--- src/rtl/core/ufrc_ram.sv ---
// generic single-write, single-read RAM with registered read data
module ufrc_ram #(
    parameter int WIDTH = 8,
    parameter int DEPTH = 16
) (
    input  logic                     clk,
    input  logic                     we,
    input  logic [$clog2(DEPTH)-1:0] waddr,
    input  logic [WIDTH-1:0]         wdata,
    input  logic [$clog2(DEPTH)-1:0] raddr,
    output logic [WIDTH-1:0]         rdata
);

    logic [WIDTH-1:0] mem [DEPTH];

    always_ff @(posedge clk)
    begin
        if (we)
        begin
            mem[waddr] <= wdata;
        end
        rdata <= mem[raddr];
    end

endmodule

--- config.mk ---
export PLATFORM = sky130hd
export DESIGN_NAME = ufrc_ram
export DESIGN_NICKNAME = d
export VERILOG_FILES = /design/src/rtl/core/ufrc_ram.sv
export SDC_FILE = /design/constraint.sdc
export NUM_CORES = 1
export LEC_CHECK = 0
export BUFFER_PORTS_ARGS = -buffer_cell sky130_fd_sc_hd__buf_2
export CORE_ASPECT_RATIO = 1.25
export CORE_MARGIN = 5
export CORE_UTILIZATION = 61
export CTS_BUF_LIST = sky130_fd_sc_hd__clkbuf_8
export DETAILED_ROUTE_END_ITERATION = 7
export PLACE_DENSITY = 0.79
export SYNTH_ARGS = -nofsm -noshare
export SYNTH_HDL_FRONTEND = slang
export SYNTH_SLANG_ARGS = --single-unit
--- constraint.sdc ---
create_clock -name clk -period 2.7 [get_ports clk]
set_input_delay 0.405 -clock clk [delete_from_list [all_inputs] [get_ports clk]]
set_output_delay 0.405 -clock clk [all_outputs]
set_load 0.02 [all_outputs]
==> flow_summary_export.csv <==
group,metric,value,unit
placed_design,portBuffers,25,
layout,diodes,0,
worst_setup_path,worstPathArrival,1.95,ns
clock_tree,cts_root_buffer,"clkbuf_8",
worst_setup_path,cp_slowest_stage_delay,0.56,ns
sta,setup_viol,0,
placed_design,place_hpwl,5980,um
layout,fin_cells,387,
sta,finalSetupTns,0,ns
power,vdd_ir_drop_max,0.670,mV
worst_setup_path,r2r_setup_slack,1.34,ns
sta,slew_viol_final,0,
logic_synthesis,ys_ff_latch,136,
logic_synthesis,synth.area.mux_share,15.0,%
layout,final_nets,296,
logic_synthesis,yosys.area_share.xor_xnor,0,%
floorplan,initial_utilization,62.5,%
global_route,grt_pass1_wl,14400,um
sta,slew_headroom,42.0,%
power,power.density,679,nW/um^2
status,status,"complete, no violations",
placed_design,gp_congestion,0.786,
worst_setup_path,crit_fanout,17,
floorplan,core,8240,um^2
route,first_pass_iters,4,
logic_synthesis,synth_fa_ha_area_share,0,%
logic_synthesis,synth_compound_gate_area_share,2.33,%
worst_setup_path,worst_setup_path_start_kind,"input port",
worst_setup_path,critical_path_class,"input port to flop",
logic_synthesis,yosysSeqAreaShare,77.8,%
global_route,antenna_found_initial,0,
route,drcViolationCount,0,
worst_setup_path,worstPathRequired,3.02,ns
clock_tree,htreeDepth,4,
job,drv_cap,0,
logic_synthesis,syn_nets,247,
logic_synthesis,synthCells,229,
placed_design,dp.cells,356,
logic_synthesis,netlist-cell-type-count,19,
route,wirelength,9170,um
route,ant_nets,0,
clock_tree,clkTransAtPathRegs,0.07,ns
clock_tree,cts_tree,"built",
clock_tree,insertion_delay,0.43,ns
logic_synthesis,synth_area,5150,um^2
power,p_leak,1.96,nW
layout,fill_cells,512,
floorplan,die_area,10400,um^2
global_route,grt_overflow,0,
worst_hold_path,min_path_type,"input port to flop",
clock_tree,numCtsBuffers,17,
power,total_power,3.90,mW
logic_synthesis,synth_top_family_by_area,"multiplexers",
route,via_count,2393,
clock_tree,clkSinkCount,136,
floorplan,io_pins,26,
sta,worst_pin_slew,0.867,ns
floorplan,num_rows,37,
sta,post-route-period-util,60.6,%
route,drt_iter0_drc,213,
floorplan,die_h,113,um
sta,fin_crit,1.64,ns
logic_synthesis,synth-simple-area-share,3.18,%
clock_tree,cts_hold_buf,0,
layout,layout_commonest_cell,"edfxtp_1",
global_route,grt_max_degree,23,
route,vias_per_cell,6.18,
worst_setup_path,slowest_stage,"mux4_1",
clock_tree,cts_setup_buffers,0,
logic_synthesis,ys_warn_count,0,
worst_setup_path,endpoint_kind,"flop",
sta,fmax,0.611,GHz
global_route,grt_usage,20.0,%
clock_tree,post_cts_resized,0,
route,post_drt_wl_per_cell,23.7,um
clock_tree,clockBufferDepth,2,
global_route,grt_pass1_vias,2535,
floorplan,fp.dieW,92.2,um
worst_hold_path,min_from,"wdata[3]",
layout,layout_common_cells,"edfxtp_1 (128), buf_2 (25), clkbuf_8 (19)",
worst_setup_path,startpoint,"raddr[0]",
worst_setup_path,cp_cell_sequence,"buf_2 > buf_12 > mux4_1 > a22oi_1 > nand2_1",
sta,fin_skew,0.00922,ns
sta,rsz0062_at_grt,"no",
sta,finalHoldViolCount,0,
worst_setup_path,reg2reg_from,"mem[5][2]",
logic_synthesis,avgSynthCellArea,22.5,um^2
layout,areaGrowthSynthToFinish,11.6,%
layout,drive_above_1_share,28.3,%
power by group:
group | leakage [nW] | internal (mW) | switching (mW) | total (mW)
logic | 0.554 | 0.0919 | 0.134 | 0.225
clock network | 0.184 | 0.643 | 0.661 | 1.30
registers | 1.22 | 2.36 | 0.0139 | 2.37
total | 1.96 | 3.09 | 0.809 | 3.90
critical path, delay by kind of cell:
family,cells,cell delay (ns)
AOI/OAI and AO/OA,1,0.31
buffers and inverters,2,0.58
muxes,1,0.56
and+or+nand+nor,1,0.09
cell type report:
class / instances / area, um^2 / share of cell area (%)
tap: 97 / 121 / 2.11
multi-input combinational: 83 / 1060 / 18.4
timing repair buffer: 40 / 250 / 4.36
clock inverter: 12 / 50.0 / 0.871
clock buffer: 19 / 262 / 4.55
sequential: 136 / 4000 / 69.7
state kept, by name, summed over array words and instances (netlist names):
signal	flops
mem	128
rdata	8
layer usage:
metal  up-vias  global-route usage, %  wire, um
li1       1065                      -         -
met1      1240                   25.9      3620
met2        77                   32.3      4880
met3        11                   5.85       510
met4         0                   8.23       162
met5         -                      0         0
synthesized netlist by cell type (all sizes together):
| cell type | number | area [um^2] |
|---|---|---|
| a22oi | 16 | 120 |
| and2 | 1 | 6.26 |
| and2b | 1 | 7.51 |
| buf | 7 | 56.3 |
| clkdlybuf4s25 | 3 | 30.0 |
| dfxtp | 8 | 160 |
| edfxtp | 128 | 3840 |
| mux4 | 32 | 773 |
| nand2 | 9 | 33.8 |
| nand2b | 2 | 12.5 |
| nand3 | 1 | 5.00 |
| nand3b | 2 | 15.0 |
| nor2 | 13 | 48.8 |
| nor2b | 1 | 6.26 |
| nor3 | 4 | 20.0 |
| or3b | 1 | 8.76 |
through the flow:
stage                     instance area (um^2)  utilization (%)  hold WS (ns)  setup WS [ns]
final                                     5740             69.7         0.358           1.06
after global placement                    5430             65.9         0.656          0.624
after detailed placement                  5430             65.9         0.662          0.591
after floorplan                           5150                -         0.504          0.802
after CTS                                 5740             69.7         0.334           1.06
after global routing                      5740             69.7         0.323           1.04
logic make-up after synthesis:
| logic type | Yosys count |
|---|---|
| AOI/OAI and AO/OA | 16 |
| muxes | 32 |
| and+or+nand+nor | 35 |
| DFF | 136 |
| buffers and inverters | 10 |
final timing paths:
| kind | endpoint | depth (start not counted) |
|---|---|---|
| max | rdata[2] | 5 |
| min reg2reg | rdata[2] | 3 |
| min | mem[15][3] | 1 |
| max reg2reg | rdata[2] | 3 |
Power figures use the tool's default switching activity.
