## src/rtl/core/ufrc_pkg.sv

```systemverilog
// shared constants and controller/datapath interface types for the union-find engine
package ufrc_pkg;

    localparam int NODES_DEF = 1024;
    localparam int FIELD_W   = 10;
    localparam int RANK_W    = 4;
    localparam int CMD_W     = 2;

    localparam logic [RANK_W-1:0] RANK_MAX = 4'd15;

    // command codes; the spare code behaves as a query
    localparam logic [CMD_W-1:0] CMD_UNION = 2'd0;
    localparam logic [CMD_W-1:0] CMD_QUERY = 2'd1;
    localparam logic [CMD_W-1:0] CMD_CLEAR = 2'd2;

    typedef struct packed {
        logic load;
        logic red_step;
        logic walk_start;
        logic walk_step;
        logic comp_start;
        logic comp_step;
        logic opnd_b;
        logic link;
        logic bump;
        logic sweep_step;
        logic out_load;
        logic out_clear;
    } dp_cmd_t;

    typedef struct packed {
        logic red_last;
        logic walk_done;
        logic comp_skip;
        logic comp_done;
        logic roots_eq;
        logic ranks_eq;
        logic sweep_last;
    } dp_stat_t;

endpackage

```

## src/rtl/core/ufrc_dp.sv

```systemverilog
// datapath: node reduction, root walk, path compression, linking, table sweep, result register
module ufrc_dp #(
    parameter int NODES = ufrc_pkg::NODES_DEF
) (
    input  logic                                          clk,
    input  logic                                          rst_n,
    input  ufrc_pkg::dp_cmd_t                             ctl,
    output ufrc_pkg::dp_stat_t                            stat,
    input  logic [ufrc_pkg::FIELD_W-1:0]                  node_a,
    input  logic [ufrc_pkg::FIELD_W-1:0]                  node_b,
    output logic                                          ram_we,
    output logic [$clog2(NODES)-1:0]                      ram_waddr,
    output logic [$clog2(NODES)+ufrc_pkg::RANK_W-1:0]     ram_wdata,
    output logic [$clog2(NODES)-1:0]                      ram_raddr,
    input  logic [$clog2(NODES)+ufrc_pkg::RANK_W-1:0]     ram_rdata,
    output logic [ufrc_pkg::FIELD_W-1:0]                  root_a,
    output logic [ufrc_pkg::FIELD_W-1:0]                  root_b,
    output logic                                          same_set
);

    import ufrc_pkg::*;

    localparam int IDX_W  = $clog2(NODES);
    localparam int ENT_W  = IDX_W + RANK_W;
    localparam int RED_W  = IDX_W + FIELD_W;
    localparam int SHIFT  = FIELD_W + IDX_W;
    localparam int RCP_W  = FIELD_W + 2;
    localparam int PROD_W = FIELD_W + RCP_W;
    // rounded-up reciprocal of the node count, exact quotient for every 10-bit node number
    localparam logic [RCP_W-1:0] RCP =
        RCP_W'(((longint'(1) << SHIFT) + longint'(NODES) - 1) / longint'(NODES));
    localparam logic [RED_W-1:0] NODES_V  = RED_W'(NODES);
    localparam logic [IDX_W-1:0] LAST_IDX = IDX_W'(NODES - 1);

    logic [FIELD_W-1:0] na_reg, na_next, nb_reg, nb_next;
    logic [FIELD_W-1:0] qa_reg, qa_next, qb_reg, qb_next;
    logic               red_ph_reg, red_ph_next;
    logic [IDX_W-1:0]   sweep_cnt_reg, sweep_cnt_next;
    logic [IDX_W-1:0]   cur_reg, cur_next;
    logic [IDX_W-1:0]   top_reg, top_next;
    logic [IDX_W-1:0]   ra_reg, ra_next, rb_reg, rb_next;
    logic [RANK_W-1:0]  rank_a_reg, rank_a_next, rank_b_reg, rank_b_next;
    logic [FIELD_W-1:0] root_a_reg, root_a_next, root_b_reg, root_b_next;
    logic               same_reg, same_next;

    logic [IDX_W-1:0]   na_idx, nb_idx, start_idx, rd_par;
    logic [RANK_W-1:0]  rd_rank, rank_a_inc;
    logic [PROD_W-1:0]  prod_a, prod_b;
    logic [RED_W-1:0]   back_a, back_b;
    logic               found;

    assign na_idx    = IDX_W'(na_reg);
    assign nb_idx    = IDX_W'(nb_reg);
    assign start_idx = ctl.opnd_b ? nb_idx : na_idx;
    assign rd_par    = ram_rdata[IDX_W-1:0];
    assign rd_rank   = ram_rdata[ENT_W-1:IDX_W];
    assign found     = ctl.walk_step && (rd_par == cur_reg);
    assign rank_a_inc = (rank_a_reg == RANK_MAX) ? rank_a_reg : RANK_W'(rank_a_reg + 1'b1);

    assign prod_a = PROD_W'(na_reg) * PROD_W'(RCP);
    assign prod_b = PROD_W'(nb_reg) * PROD_W'(RCP);
    assign back_a = RED_W'(qa_reg) * NODES_V;
    assign back_b = RED_W'(qb_reg) * NODES_V;

    assign stat.red_last   = red_ph_reg;
    assign stat.walk_done  = (rd_par == cur_reg);
    assign stat.comp_skip  = (start_idx == top_reg);
    assign stat.comp_done  = (rd_par == top_reg);
    assign stat.roots_eq   = (ra_reg == rb_reg);
    assign stat.ranks_eq   = (rank_a_reg == rank_b_reg);
    assign stat.sweep_last = (sweep_cnt_reg == LAST_IDX);

    // node reduction in two steps: quotient by reciprocal multiply, then subtract back
    always_comb
    begin
        na_next     = na_reg;
        nb_next     = nb_reg;
        qa_next     = qa_reg;
        qb_next     = qb_reg;
        red_ph_next = red_ph_reg;
        if (ctl.load)
        begin
            na_next     = node_a;
            nb_next     = node_b;
            red_ph_next = 1'b0;
        end
        else if (ctl.red_step)
        begin
            if (!red_ph_reg)
            begin
                qa_next = FIELD_W'(prod_a >> SHIFT);
                qb_next = FIELD_W'(prod_b >> SHIFT);
            end
            else
            begin
                na_next = na_reg - back_a[FIELD_W-1:0];
                nb_next = nb_reg - back_b[FIELD_W-1:0];
            end
            red_ph_next = !red_ph_reg;
        end
    end

    // walk and compression address tracking
    always_comb
    begin
        cur_next    = cur_reg;
        top_next    = top_reg;
        ra_next     = ra_reg;
        rb_next     = rb_reg;
        rank_a_next = rank_a_reg;
        rank_b_next = rank_b_reg;
        if (ctl.walk_start || ctl.comp_start)
        begin
            cur_next = start_idx;
        end
        else if (ctl.walk_step || ctl.comp_step)
        begin
            cur_next = rd_par;
        end
        if (found)
        begin
            top_next = cur_reg;
            if (ctl.opnd_b)
            begin
                rb_next     = cur_reg;
                rank_b_next = rd_rank;
            end
            else
            begin
                ra_next     = cur_reg;
                rank_a_next = rd_rank;
            end
        end
    end

    assign ram_raddr = (ctl.walk_start || ctl.comp_start) ? start_idx : rd_par;

    // table write port
    always_comb
    begin
        ram_we    = 1'b0;
        ram_waddr = sweep_cnt_reg;
        ram_wdata = {{RANK_W{1'b0}}, sweep_cnt_reg};
        priority if (ctl.sweep_step)
        begin
            ram_we = 1'b1;
        end
        else if (ctl.comp_step)
        begin
            ram_we    = 1'b1;
            ram_waddr = cur_reg;
            ram_wdata = {rd_rank, top_reg};
        end
        else if (ctl.link)
        begin
            ram_we = 1'b1;
            if (rank_a_reg < rank_b_reg)
            begin
                ram_waddr = ra_reg;
                ram_wdata = {rank_a_reg, rb_reg};
            end
            else
            begin
                ram_waddr = rb_reg;
                ram_wdata = {rank_b_reg, ra_reg};
            end
        end
        else if (ctl.bump)
        begin
            ram_we    = 1'b1;
            ram_waddr = ra_reg;
            ram_wdata = {rank_a_inc, ra_reg};
        end
    end

    always_comb
    begin
        sweep_cnt_next = sweep_cnt_reg;
        if (ctl.sweep_step)
        begin
            sweep_cnt_next = stat.sweep_last ? '0 : IDX_W'(sweep_cnt_reg + 1'b1);
        end
    end

    // result register
    always_comb
    begin
        root_a_next = root_a_reg;
        root_b_next = root_b_reg;
        same_next   = same_reg;
        if (ctl.out_load)
        begin
            if (ctl.out_clear)
            begin
                root_a_next = '0;
                root_b_next = '0;
                same_next   = 1'b0;
            end
            else
            begin
                root_a_next = FIELD_W'(ra_reg);
                root_b_next = FIELD_W'(rb_reg);
                same_next   = stat.roots_eq;
            end
        end
    end

    always_ff @(posedge clk or negedge rst_n)
    begin
        if (!rst_n)
        begin
            red_ph_reg    <= 1'b0;
            sweep_cnt_reg <= '0;
        end
        else
        begin
            red_ph_reg    <= red_ph_next;
            sweep_cnt_reg <= sweep_cnt_next;
        end
    end

    always_ff @(posedge clk)
    begin
        na_reg     <= na_next;
        nb_reg     <= nb_next;
        qa_reg     <= qa_next;
        qb_reg     <= qb_next;
        cur_reg    <= cur_next;
        top_reg    <= top_next;
        ra_reg     <= ra_next;
        rb_reg     <= rb_next;
        rank_a_reg <= rank_a_next;
        rank_b_reg <= rank_b_next;
        root_a_reg <= root_a_next;
        root_b_reg <= root_b_next;
        same_reg   <= same_next;
    end

    assign root_a   = root_a_reg;
    assign root_b   = root_b_reg;
    assign same_set = same_reg;

    a_red_in_range: assert property (@(posedge clk) disable iff (!rst_n)
        ctl.red_step && stat.red_last |=>
            (RED_W'(na_reg) < RED_W'(NODES)) && (RED_W'(nb_reg) < RED_W'(NODES)))
        else $error("reduced node number not below node count");

    a_comp_not_root: assert property (@(posedge clk) disable iff (!rst_n)
        ctl.comp_step |-> cur_reg != top_reg)
        else $error("compression write aimed at the root itself");

    a_link_distinct: assert property (@(posedge clk) disable iff (!rst_n)
        ctl.link |-> ra_reg != rb_reg)
        else $error("link issued for roots that are already equal");

endmodule

```

## config.mk

```make
export PLATFORM = sky130hd
export DESIGN_NAME = ufrc_dp
export DESIGN_NICKNAME = d
export VERILOG_FILES = /design/src/rtl/core/ufrc_pkg.sv /design/src/rtl/core/ufrc_dp.sv
export SDC_FILE = /design/constraint.sdc
export NUM_CORES = 1
export LEC_CHECK = 0
export BUFFER_PORTS_ARGS = -buffer_cell sky130_fd_sc_hd__buf_4
export CAP_MARGIN = 20
export CORE_ASPECT_RATIO = 2
export CORE_MARGIN = 8
export CORE_UTILIZATION = 59
export DETAILED_ROUTE_END_ITERATION = 8
export PLACE_DENSITY = 0.88
export SYNTH_ARGS = -nofsm -noshare
export SYNTH_HDL_FRONTEND = slang
export SYNTH_SLANG_ARGS = --single-unit
```

## constraint.sdc

```tcl
create_clock -name clk -period 4.85 [get_ports clk]
set_clock_uncertainty 0.05 [all_clocks]
set_input_delay 0.485 -clock clk [delete_from_list [all_inputs] [get_ports clk]]
set_output_delay 0.485 -clock clk [all_outputs]
set_load 0.02 [all_outputs]
```

==> summary by stage <==
Global route
Across every metal layer, demand over resource in global routing totals 21.1%. Global routing finished with a remaining overflow of 0. The first-pass GRT wire length is 20.7 mm.

The via count of the first global-routing pass is 4,082. The largest net degree at the start of global routing is 52. The initial antenna violation count was 0.

Timing
The slew of the pin with the lowest slew margin is 0.968 ns. The worst path needs 3.39 ns of the cycle, external delays included. Timing would allow up to 295 MHz. The final-report setup violation count is 0. The number of hold-slack violations in the final timing report is 0. The worst hold margin is 0.248 ns. The share of the clock period used by the worst path after layout is 69.9%. Setup repair after global routing left no endpoint under its margin.

Setup total negative slack on the finished layout was measured at 0 ns. The worst slew margin relative to its limit is 35.2%. The max-slew violation total from the final report was 0.

Worst setup path
The number of cells on the worst reg-to-reg path is 4. The type of the worst setup path is register to primary output. Across all register-to-register paths, the minimum setup slack is 2.40 ns. The worst path required time is 4.32 ns. The kind of cell with the highest combined delay along the critical path is compound AO/OA/AOI/OAI gates. The number of buffers and inverters on the critical path is 1. The stage delay of the slowest cell on the critical path is 0.78 ns. The cell with the biggest individual delay on the critical path is o21ai_4. The signal on the critical path passes through ha_1 > a21oi_1 > o21ai_4 > mux2i_1 > a2111oi_1 > buf_4.

The launching point of the worst reg2reg path is cur_reg[2]. The worst register-to-register path ends at rank_b_reg[1]. In this run the worst path has a maximum fanout of 23. The worst setup path is captured at a primary output. The worst setup path is launched from a register. Data on the critical path arrives at its endpoint at 2.85 ns.

Logic synthesis
Synthesis produced a netlist with a net count of 512. The dominant cell type by area after synthesis is edfxtp_1. Counting flops with a built-in enable in the synthesized netlist gives 89.

By area the synthesized netlist is led by edfxtp_1 51%, mux2i_1 8.3%, xnor2_1 6.6%. Yosys printed 0 warnings. After technology mapping, the gate count stands at 458. The synthesized design contains 100 register bits.

The sequential fraction of the synthesis area is 55.8%. After synthesis the cells add up to 5280 um2. The share of the synthesized area in the top cell type is 50.6%.

The synthesized netlist contains 41 unique library cells. The average cell area after synthesis is 11.5 um2. The fraction of registers with async set or reset after synthesis is 11.0%. The main flop type after synthesis is edfxtp_1.

Layout
The count of fill cells added during filler insertion is 600. Cells fill 72.8% of the core in the end. In the final layout, the multi-input gates occupy 2100 um2. Summing all flip-flop and latch instances after layout gives 2950 um2. Cells with a size suffix above 1 make up 23.8% of the layout. The number of nets in the layout is 608. The count of cells in the finished layout, fillers not included, comes to 661. In the layout the commonest cells are 111 x buf_4, 89 x edfxtp_1, 44 x mux2i_1, 40 x xnor2_1, 35 x a21oi_1. The leading cell type in the layout, fill and taps excluded is buf_4.

The post-route cell area is 6430 um2. The area growth from synthesis to layout is 21.8%. The number of diodes is 0.

CTS
For this design, the sink count on the clock tree is 100. The total of hold buffers inserted after clock tree synthesis is 1. The H-tree level count is 3. Once the clock tree was built, the setup fixing pass inserted 0 buffers. The clock transition time at the flip-flop clock pins of the worst setup and hold paths is 0.07 ns. The master cell of the clock root buffer is clkbuf_16. TritonCTS built the clock tree.

The number of buffers on the longest clock path is 2. In this run, CTS created clock tree buffers numbering 9. The number of cells upsized or downsized after cts is 0. For the worst-skew pair, the clock arrives at the later sink with an insertion delay of 0.36 ns.

Placement
The congestion estimate from routability-driven global placement came to 0.875. After detailed placement, the design holds a cell count of 644. The HPWL after detailed placement is 9.66 mm. Once placement finished, the instance area stood at 6110 um2. Input and output buffers added on the ports amount to 110.

Power and ir drop
Summed over all cells, the static leakage comes to 2.61 nW. The power density normalized to cell area is 351 nW/um2. VDD sags by at most 270 uV.

Floorplan
The floorplan step defined a die boundary enclosing 12,400 um2. The total area inside the core boundary comes to 8830 um2. The number of placed I/O pins is 111. For this configuration, the core starts out at a cell density of 59.8%.

The horizontal die dimension is 82.9 um. Measured along the y axis, the die boundary spans 150 um. In this run the core area contains 49 standard-cell rows.

Hold path
The class of the tightest hold or removal check is input pin to register. The worst hold path endpoint is nb_idx[9]. In this run the most critical hold path is launched from node_b[9]. The depth of the worst hold-timing path is 1.

Routing
Dividing the detail-routed wire length by the instance count gives 20.2 um. The routed layout has 3,976 vias. The number of detailed-route iterations in the first pass is 5.

The total length of routed wires is 13.3 mm. The count of nets left with antenna violations once routing finished came out at 0. The per-cell via count in the routed design is 6.02. In this run, the number of DRC markers left after iteration 0 of detailed routing was 488. For this run, design rule violations remaining after detail routing come to 0.

Flow run
The tool flagged a number of max-cap violations equal to 0.

Run status
The flow ran to the end, and the final reports show no timing, DRC or antenna violations.
cells by family after synthesis:
family	synth area share, %
buffers and inverters	4.38
muxes	8.77
xor gates and xnor gates	8.13
adders and majority gates	1.42
and+or+nand+nor	10.3
AOI/OAI and AO/OA	11.1
DFF	55.8
power breakdown:
group / internal, mW / leakage (nW) / total, mW / switching (mW)
combinational: 0.186 / 1.47 / 0.416 / 0.231
sequential: 1.01 / 0.996 / 1.10 / 0.0876
clock: 0.408 / 0.149 / 0.741 / 0.333
synthesized netlist by cell type (2+ instances only):
cell,number
nor3_1,2
a22oi_1,16
mux2i_1,44
inv_1,27
buf_2,4
clkbuf_1,17
nor2b_1,26
xor2_1,9
and3_1,2
o21bai_1,10
nor2_1,19
edfxtp_1,89
a2111oi_1,3
a211oi_1,2
a31oi_1,2
buf_4,3
nor4_1,3
mux2_2,2
nand4_1,12
a21oi_1,35
xnor2_1,40
nand3_1,5
dfrtp_1,11
ha_1,6
o211ai_1,4
o21ai_0,18
nand2_1,33
worst max path at each step:
stage | depth (start not counted) | start | slack [ns] | endpoint
finish | 6 | rank_a_reg[1] | 1.46 | ram_wdata[12]
global route | 6 | rank_a_reg[1] | 1.33 | ram_wdata[10]
CTS | 6 | rank_a_reg[1] | 1.47 | ram_wdata[12]
detailed placement | 6 | rank_a_reg[1] | 1.84 | ram_wdata[12]
global placement | 6 | rank_a_reg[1] | 1.93 | ram_wdata[10]
floorplan | 5 | ram_rdata[3] | 2.10 | ra_reg[0]
metrics by stage:
stage / setup WS, ns / power (mW)
floorplan: 2.10 / 1.34
global placement: 1.93 / 1.51
detailed placement: 1.84 / 1.52
CTS: 1.47 / 2.26
global route: 1.33 / 2.33
finish: 1.46 / 2.25
area by class of cell:
type,instances,area share (%)
Inverter,28,1.63
Timing Repair Buffer,112,13.1
Clock inverter,7,1.25
Tap cell,102,1.98
Sequential cell,100,45.8
Multi-Input combinational cell,303,32.7
Clock buffer,9,3.50
metal layers:
layer | up-vias | track usage, % | wire (um) | share of wire [%]
li1 | 1849 | - | - | -
met1 | 1882 | 22.8 | 4840 | 36
met2 | 213 | 36.8 | 7040 | 53
met3 | 32 | 5.23 | 955 | 7.2
met4 | 0 | 11.2 | 518 | 3.9
met5 | - | 0 | 0 | 0
worst register-to-register path, delay by kind of cell, from the launching register on:
kind / cells / cell delay, ns
XOR/XNOR: 1 / 0.23
flip-flops: 1 / 0.53
AND/OR/NAND/NOR: 3 / 1.26
(Power assumes the default switching activity.)
