===== src/rtl/core/ufrc_pkg.sv =====
// shared constants and controller/datapath interface types for the union-find engine
package ufrc_pkg;

    localparam int NODES_DEF = 1024;
    localparam int FIELD_W   = 10;
    localparam int RANK_W    = 4;
    localparam int CMD_W     = 2;

    localparam logic [RANK_W-1:0] RANK_MAX = 4'd15;

    // command codes; the spare code behaves as a query
    localparam logic [CMD_W-1:0] CMD_UNION = 2'd0;
    localparam logic [CMD_W-1:0] CMD_QUERY = 2'd1;
    localparam logic [CMD_W-1:0] CMD_CLEAR = 2'd2;

    typedef struct packed {
        logic load;
        logic red_step;
        logic walk_start;
        logic walk_step;
        logic comp_start;
        logic comp_step;
        logic opnd_b;
        logic link;
        logic bump;
        logic sweep_step;
        logic out_load;
        logic out_clear;
    } dp_cmd_t;

    typedef struct packed {
        logic red_last;
        logic walk_done;
        logic comp_skip;
        logic comp_done;
        logic roots_eq;
        logic ranks_eq;
        logic sweep_last;
    } dp_stat_t;

endpackage


===== src/rtl/core/ufrc_ctrl.sv =====
// controller state machine: sequences reduction, both finds, linking, sweeps and result handoff
module ufrc_ctrl (
    input  logic                           clk,
    input  logic                           rst_n,
    input  logic                           in_valid,
    output logic                           in_stall,
    input  logic [ufrc_pkg::CMD_W-1:0]     cmd,
    output logic                           out_valid,
    input  logic                           out_stall,
    output ufrc_pkg::dp_cmd_t              ctl,
    input  ufrc_pkg::dp_stat_t             stat
);

    import ufrc_pkg::*;

    typedef enum logic [9:0] {
        ST_SWEEP  = 10'b0000000001,
        ST_IDLE   = 10'b0000000010,
        ST_REDUCE = 10'b0000000100,
        ST_WSTART = 10'b0000001000,
        ST_WALK   = 10'b0000010000,
        ST_CSTART = 10'b0000100000,
        ST_COMP   = 10'b0001000000,
        ST_LINK   = 10'b0010000000,
        ST_BUMP   = 10'b0100000000,
        ST_DONE   = 10'b1000000000
    } state_t;

    state_t state_reg, state_next;
    logic   union_reg, union_next;
    logic   second_reg, second_next;
    logic   clr_reg, clr_next;
    logic   out_valid_reg, out_valid_next;
    logic   accept, find_end, out_free;

    assign in_stall  = (state_reg != ST_IDLE);
    assign accept    = in_valid && !in_stall;
    assign out_free  = !out_valid_reg || !out_stall;
    assign out_valid = out_valid_reg;

    always_comb
    begin
        state_next  = state_reg;
        union_next  = union_reg;
        second_next = second_reg;
        clr_next    = clr_reg;
        ctl         = '0;
        ctl.opnd_b  = second_reg;
        find_end    = 1'b0;

        unique case (state_reg)
            ST_SWEEP:
            begin
                ctl.sweep_step = 1'b1;
                if (stat.sweep_last)
                begin
                    state_next = clr_reg ? ST_DONE : ST_IDLE;
                end
            end
            ST_IDLE:
            begin
                if (accept)
                begin
                    if (cmd == CMD_CLEAR)
                    begin
                        clr_next   = 1'b1;
                        state_next = ST_SWEEP;
                    end
                    else
                    begin
                        ctl.load    = 1'b1;
                        union_next  = (cmd == CMD_UNION);
                        second_next = 1'b0;
                        state_next  = ST_REDUCE;
                    end
                end
            end
            ST_REDUCE:
            begin
                ctl.red_step = 1'b1;
                if (stat.red_last)
                begin
                    state_next = ST_WSTART;
                end
            end
            ST_WSTART:
            begin
                ctl.walk_start = 1'b1;
                state_next     = ST_WALK;
            end
            ST_WALK:
            begin
                ctl.walk_step = 1'b1;
                if (stat.walk_done)
                begin
                    state_next = ST_CSTART;
                end
            end
            ST_CSTART:
            begin
                ctl.comp_start = 1'b1;
                if (stat.comp_skip)
                begin
                    find_end = 1'b1;
                end
                else
                begin
                    state_next = ST_COMP;
                end
            end
            ST_COMP:
            begin
                ctl.comp_step = 1'b1;
                if (stat.comp_done)
                begin
                    find_end = 1'b1;
                end
            end
            ST_LINK:
            begin
                ctl.link   = 1'b1;
                state_next = stat.ranks_eq ? ST_BUMP : ST_DONE;
            end
            ST_BUMP:
            begin
                ctl.bump   = 1'b1;
                state_next = ST_DONE;
            end
            ST_DONE:
            begin
                if (out_free)
                begin
                    ctl.out_load  = 1'b1;
                    ctl.out_clear = clr_reg;
                    clr_next      = 1'b0;
                    state_next    = ST_IDLE;
                end
            end
            default:
            begin
                state_next = ST_IDLE;
            end
        endcase

        if (find_end)
        begin
            if (!second_reg)
            begin
                second_next = 1'b1;
                state_next  = ST_WSTART;
            end
            else if (union_reg && !stat.roots_eq)
            begin
                state_next = ST_LINK;
            end
            else
            begin
                state_next = ST_DONE;
            end
        end
    end

    always_comb
    begin
        out_valid_next = out_valid_reg;
        if (ctl.out_load)
        begin
            out_valid_next = 1'b1;
        end
        else if (!out_stall)
        begin
            out_valid_next = 1'b0;
        end
    end

    always_ff @(posedge clk or negedge rst_n)
    begin
        if (!rst_n)
        begin
            state_reg     <= ST_SWEEP;
            union_reg     <= 1'b0;
            second_reg    <= 1'b0;
            clr_reg       <= 1'b0;
            out_valid_reg <= 1'b0;
        end
        else
        begin
            state_reg     <= state_next;
            union_reg     <= union_next;
            second_reg    <= second_next;
            clr_reg       <= clr_next;
            out_valid_reg <= out_valid_next;
        end
    end

    a_busy_after_take: assert property (@(posedge clk) disable iff (!rst_n)
        in_valid && !in_stall |=> in_stall)
        else $error("input taken again right after a transfer");

    a_no_overwrite: assert property (@(posedge clk) disable iff (!rst_n)
        ctl.out_load |-> !(out_valid_reg && out_stall))
        else $error("result register overwritten while its transfer is pending");

    a_bump_after_link: assert property (@(posedge clk) disable iff (!rst_n)
        state_reg == ST_BUMP |-> $past(state_reg == ST_LINK))
        else $error("rank raised without a preceding link");

endmodule


===== config.mk =====
export PLATFORM = sky130hd
export DESIGN_NAME = ufrc_ctrl
export DESIGN_NICKNAME = d
export VERILOG_FILES = /design/src/rtl/core/ufrc_pkg.sv /design/src/rtl/core/ufrc_ctrl.sv
export SDC_FILE = /design/constraint.sdc
export NUM_CORES = 1
export LEC_CHECK = 0
export BUFFER_PORTS_ARGS = -buffer_cell sky130_fd_sc_hd__buf_2
export CORE_MARGIN = 2
export CORE_UTILIZATION = 31
export CTS_BUF_LIST = sky130_fd_sc_hd__clkbuf_2
export CTS_CLUSTER_SIZE = 20
export DETAILED_ROUTE_END_ITERATION = 8
export SLEW_MARGIN = 20
export SYNTH_ARGS = -nofsm -noshare
export SYNTH_HDL_FRONTEND = slang
export SYNTH_SLANG_ARGS = --single-unit

===== constraint.sdc =====
create_clock -name clk -period 5.3 [get_ports clk]
set_clock_uncertainty 0.05 [all_clocks]
set_input_delay 0.795 -clock clk [delete_from_list [all_inputs] [get_ports clk]]
set_output_delay 0.795 -clock clk [all_outputs]
set_load 0.05 [all_outputs]

==> impl_metrics.py, run 1 <==
metrics = {
    "worst_setup_path": {
        "arrival_ns": 2.43,
        "start_kind": "register",
        "crit_path_max_fanout": 12,
        "critPathRequiredTime_ns": 4.45,
        "crit_type": "reg -> out",
        "r2r-start": "state_reg[1]$_DFFE_PN0P_",
        "cp-end-kind": "primary output",
        "rrSetupSlack_ns": 2.96,
        "timing.rr.end": "state_reg[7]$_DFFE_PN0P_",
        "worstRegToRegCells": 4,
    },
    "grt": {
        "grt_pass1_wl_um": 3960,
        "grt_pass1_vias": 874,
        "grt_use_total_pct": 14.5,
        "grt_max_degree": 15,
        "antenna_found_initial": 0,
        "grt_overflow": 0,
    },
    "logic_synthesis": {
        "synth_ff_type": "dfrtp_1",
        "muxShareOfSynthArea_pct": 0,
        "syn_area_per_cell_um2": 8.33,
        "synthAdderAreaFrac_pct": 0,
        "synth-compound-area-share_pct": 15.8,
        "syn-num-nets": 129,
        "seq_area_frac_synth_pct": 36.4,
        "syn_area_um2": 966,
        "ys_ff_latch": 14,
        "synth_top_family_by_area": "simple AND/OR/NAND/NOR gates",
        "synth-simple-area-share_pct": 39.9,
        "synth_xor_area_share_pct": 0.907,
        "synth-async-reset-ratio_pct": 100,
        "syn_inst": 116,
        "synth_edf_count": 0,
        "ys_types": 40,
        "synth_warnings": 0,
    },
    "place": {
        "portBuffers": 26,
        "gp_congestion": 0.805,
        "dpl.hpwl_um": 1800,
    },
    "sta": {
        "min_period_over_period_pct": 61.8,
        "hold_violations": 0,
        "worst_pin_slew_ns": 0.421,
        "slew_headroom_pct": 71.7,
        "whs_ns": 0.335,
        "max_clock_freq_ghz": 0.305,
        "tns_ns": 0,
        "setup_viol": 0,
        "period_needed_ns": 3.27,
        "maxSlewViolCount": 0,
        "grt_setup_unrepaired": "no",
    },
    "floorplanning": {
        "fp.dieH_um": 59.8,
        "ios": 27,
        "core_area_um2": 3000,
        "die_width_um": 59.8,
        "die_area_um2": 3580,
        "start_util_pct": 32.2,
        "num_rows": 20,
    },
    "cts": {
        "clock_latency_ns": 0.28,
        "post_cts_buffers": 0,
        "root_buffer": "clkbuf_2",
        "cts_resized": 0,
        "clkTransAtPathRegs_ns": 0.15,
        "holdBufCountCts": 0,
        "htree_levels": 1,
        "cts_tree": "built",
        "cts.sinks": 14,
        "cts_made_buffers": 3,
        "clk_path_buf_depth": 2,
    },
    "route": {
        "drt_iter0_markers": 38,
        "drt_wl_total_um": 2270,
        "vias_per_cell": 5.48,
        "dr.pass1.iters": 4,
        "via_count": 943,
        "route.detailed.wl_per_inst_um": 13.2,
        "final_antenna_net_count": 0,
        "drc": 0,
    },
    "finish": {
        "final_nets": 153,
        "drive_above_1_share_pct": 27.3,
        "largest_reg_flops": 10,
        "final_common_cell": "buf_2",
        "final_cell_mix": "26 x buf_2, 13 x nor2_1, 13 x dfrtp_1, 9 x nand2_1, 7 x inv_1",
        "area_delta_synth_final_pct": 15.4,
        "n_antenna_cell": 0,
        "final_util_pct": 37.1,
    },
    "power": {
        "p_per_area_nw_per_um2": 457,
        "p_leak_nw": 0.558,
        "ir_drop_v": 0.000178,
    },
    "outcome": {
        "outcome": "finished, final reports clean",
    },
    "worst_hold_path": {
        "hold_path.class": "in -> async",
    },
    "flow_run": {
        "drv_cap": 0,
    },
}
==> cell type report <==
| cell class | instances | area, µm² |
|---|---|---|
| Sequential cell | 14 | 352 |
| Multi-Input combinational cell | 88 | 547 |
| Tap cell | 33 | 41.3 |
| Clock buffer | 3 | 15.0 |
| Clock inverter | 1 | 3.75 |
| Fill cell | 332 | 1890 |
| Timing Repair Buffer | 26 | 130 |
| Inverter | 7 | 26.3 |
==> worst max-delay path, stage by stage (launching register included) <==
cell     delay [ns]
dfrtp_1        0.52
or4_4          0.59
or4b_2         0.71
inv_1          0.08
buf_2          0.25
==> synthesized netlist by cell type (2+ instances only) <==
cell,number,area share (%)
nand2_1,9,3.5
a31oi_1,2,1.3
nor3_1,6,3.1
a21oi_1,6,3.1
clkbuf_1,4,1.6
nor2b_1,2,1.3
o21ai_0,4,2.1
and2_1,2,1.3
inv_1,7,2.7
and3_1,2,1.3
o21ai_1,2,1.0
nand3_1,3,1.6
nand2b_1,5,3.2
dfrtp_1,13,34
nor4_1,2,1.3
or3_4,2,2.3
or2_2,2,1.3
buf_4,2,1.6
nor2_1,13,5.1
a211oi_1,2,1.6
nor4b_1,4,3.6
or4_1,3,2.3
nor3b_1,2,1.6
==> worst max path at each step <==
| stage | from | cells after the start | to | slack [ns] |
|---|---|---|---|---|
| global route | state_reg[1]$_DFFE_PN0P_ | 4 | ctl[8] | 1.92 |
| floorplan | state_reg[2]$_DFFE_PN0P_ | 4 | ctl[7] | 1.94 |
| CTS | state_reg[1]$_DFFE_PN0P_ | 4 | ctl[8] | 2.02 |
| finish | state_reg[1]$_DFFE_PN0P_ | 4 | ctl[8] | 2.03 |
| global placement | state_reg[1]$_DFFE_PN0P_ | 4 | ctl[8] | 2.40 |
| detailed placement | state_reg[1]$_DFFE_PN0P_ | 4 | ctl[8] | 2.36 |
==> through the flow <==
step                      worst slack (ns)  std cells  total power, W  area [µm²]
after detailed placement              2.36        168        0.000458        1100
after global routing                  1.92        172        0.000553        1110
after floorplan                       1.94        116        0.000407         966
after CTS                             2.02        172        0.000512        1110
final                                 2.03        172        0.000510        1110
after global placement                2.40        168        0.000459        1100
==> metal layers <==
layer | share of wire, % | GRT usage [%] | vias up
met5 | 0 | 0 | -
met2 | 47 | 23.4 | 25
met4 | 0.44 | 1.90 | 0
met3 | 5.6 | 3.90 | 2
met1 | 47 | 19.9 | 452
li1 | - | - | 464
==> where the power goes <==
group / leakage [nW] / switching, W / total, W / internal, W
logic: 0.362 / 0.000177 / 0.000280 / 0.000104
clock network: 0.0140 / 0.0000369 / 0.0000533 / 0.0000164
registers: 0.182 / 0.0000436 / 0.000176 / 0.000132
total: 0.558 / 0.000257 / 0.000510 / 0.000253
==> logic make-up after synthesis <==
family	after synthesis
AOI/OAI and AO/OA	24
and+or+nand+nor	63
DFF	14
xor gates and xnor gates	1
buffers and inverters	14
Power figures use the tool's default switching activity.
==> inputs of run 2 (changes only) <==
clock period = 2.6 ns   (was 5.3 ns; I/O delays follow)
==> run 2 against run 1 <==
  * Count of clock-buffer cells in the layout is the same
  * Die area did not move
  * Sequential share of layout area fell by 3.4 points
  * First-iteration DRC count shrank 74%
  * Power grew 130%
  * Hold slack lost 0.12 ns
  * Wire length rose by 15%
  * Critical endpoint is now ctl[7]
  * Highest routed layer unchanged
==> impl_metrics.py, run 2 (same netlist as run 1, synthesis figures left out) <==
metrics = {
    "outcome": {
        "outcome": "finished, final reports clean",
    },
    "finish": {
        "area_delta_synth_final_pct": 30.2,
        "final_common_cell": "buf_2",
        "n_antenna_cell": 0,
        "final_cell_mix": "23 x buf_2, 12 x nor2_1, 11 x dfrtp_1, 9 x nand2_1, 8 x buf_4",
        "final_nets": 162,
        "largest_reg_flops": 10,
        "stdcell_count": 181,
        "drive_above_1_share_pct": 39.9,
    },
    "route": {
        "drt_wl_total_um": 2620,
        "dr.pass1.iters": 4,
        "via_count": 1008,
        "route.detailed.wl_per_inst_um": 14.5,
        "vias_per_cell": 5.57,
        "drt_iter0_markers": 10,
        "final_antenna_net_count": 0,
        "drc": 0,
    },
    "worst_setup_path": {
        "crit_path_start": "state_reg[3]$_DFFE_PN0P_",
        "start_kind": "register",
        "timing.rr.end": "state_reg[7]$_DFFE_PN0P_",
        "crit_type": "reg -> out",
        "cp-end-kind": "primary output",
        "crit_path_max_fanout": 8,
        "cp_slowest_cell": "dfrtp_2",
        "cp_slowest_stage_delay_ns": 0.51,
        "r2r-start": "state_reg[3]$_DFFE_PN0P_",
        "worstRegToRegCells": 4,
        "critPathRequiredTime_ns": 2.16,
        "cp_cell_sequence": "or4_4 > or3_4 > nor3b_2 > clkbuf_4",
        "worstSetupEndpoint": "ctl[7]",
        "rrSetupSlack_ns": 0.40,
        "arrival_ns": 2.07,
    },
    "floorplanning": {
        "die_area_um2": 3580,
        "die_width_um": 59.8,
        "num_rows": 20,
        "fp.dieH_um": 59.8,
        "ios": 27,
        "core_area_um2": 3000,
        "start_util_pct": 32.2,
    },
    "grt": {
        "antenna_found_initial": 0,
        "grt_pass1_wl_um": 4270,
        "grt_overflow": 0,
        "grt_max_degree": 15,
        "grt_use_total_pct": 15.9,
        "grt_pass1_vias": 967,
    },
    "place": {
        "dpl.hpwl_um": 1900,
        "dp.cells": 173,
        "portBuffers": 26,
        "gp_congestion": 0.820,
    },
    "sta": {
        "hold_violations": 0,
        "grt_setup_unrepaired": "no",
        "slew_headroom_pct": 72.3,
        "setup_viol": 0,
        "worst_pin_slew_ns": 0.416,
        "maxSlewViolCount": 0,
        "max_clock_freq_ghz": 0.398,
        "tns_ns": 0,
        "min_period_over_period_pct": 96.7,
        "period_needed_ns": 2.51,
    },
    "power": {
        "p_leak_nw": 0.608,
        "ir_drop_v": 0.000430,
        "p_per_area_nw_per_um2": 941,
    },
    "cts": {
        "cts_tree": "built",
        "root_buffer": "clkbuf_2",
        "cts.sinks": 14,
        "clk_path_buf_depth": 2,
        "clock_latency_ns": 0.29,
        "htree_levels": 1,
        "clkTransAtPathRegs_ns": 0.14,
        "cts_made_buffers": 3,
    },
    "flow_run": {
        "drv_cap": 0,
    },
    "worst_hold_path": {
        "hold_path.class": "in -> reg",
    },
}
==> run 2: timing repair <==
item                                    4_1_cts  5_1_grt
gates resized for setup                       5       12
setup buffers                                 3        0
endpoints found under the hold margin        13        0
pin swaps                                     0        0
endpoints found under the setup margin        2        5
hold buffers                                  1        0
==> run 2: area by class of cell <==
type	count	area, µm²
clock buffer	3	15.0
clock inverter	1	3.75
fill	324	1750
inverter	7	26.3
multi-input combinational	88	606
sequential	14	354
tap	33	41.3
timing repair buffer	35	211
==> run 2: power breakdown <==
group,switching (W),internal [W]
Combinational,0.000468,0.000290
Clock,0.0000748,0.0000334
Sequential,0.0000460,0.000271
==> run 2: metrics by stage <==
stage	power [W]	worst slack [ns]	hold WS, ns	area, µm²	util, %
5_1_grt	0.00127	0.0130	0.185	1260	41.9
6_report	0.00118	0.0854	0.216	1260	41.9
4_1_cts	0.00111	0.00408	0.200	1210	40.2
3_5_place_dp	0.000977	0.207	0.263	1140	38.1
3_3_place_gp	0.000968	0.225	0.265	1140	38.1
2_1_floorplan	0.000836	0.131	0.0444	976	-
==> run 2: worst min-delay path by stage <==
stage	startpoint	endpoint	cells past startpoint
6_report	cmd[0]	union_reg$_DFFE_PN0P_	2
5_1_grt	stat[2]	state_reg[7]$_DFFE_PN0P_	2
4_1_cts	cmd[0]	union_reg$_DFFE_PN0P_	2
3_5_place_dp	rst_n	state_reg[6]$_DFFE_PN0P_	1
3_3_place_gp	rst_n	state_reg[6]$_DFFE_PN0P_	1
2_1_floorplan	rst_n	clr_reg$_DFFE_PN0P_	0
==> run 2: critical path, delay by kind of cell, from the launching register on <==
kind | cells | cell delay [ns]
and+or+nand+nor | 3 | 1.03
buffers and inverters | 1 | 0.25
DFF | 1 | 0.51
==> run 2: per-layer routing <==
metal / wire, µm / GRT usage [%] / vias to the layer above
li1: - / - / 487
met1: 1130 / 19.9 / 487
met2: 1330 / 26.9 / 32
met3: 137 / 4.55 / 2
met4: 15 / 3.81 / 0
met5: 0 / 0 / -
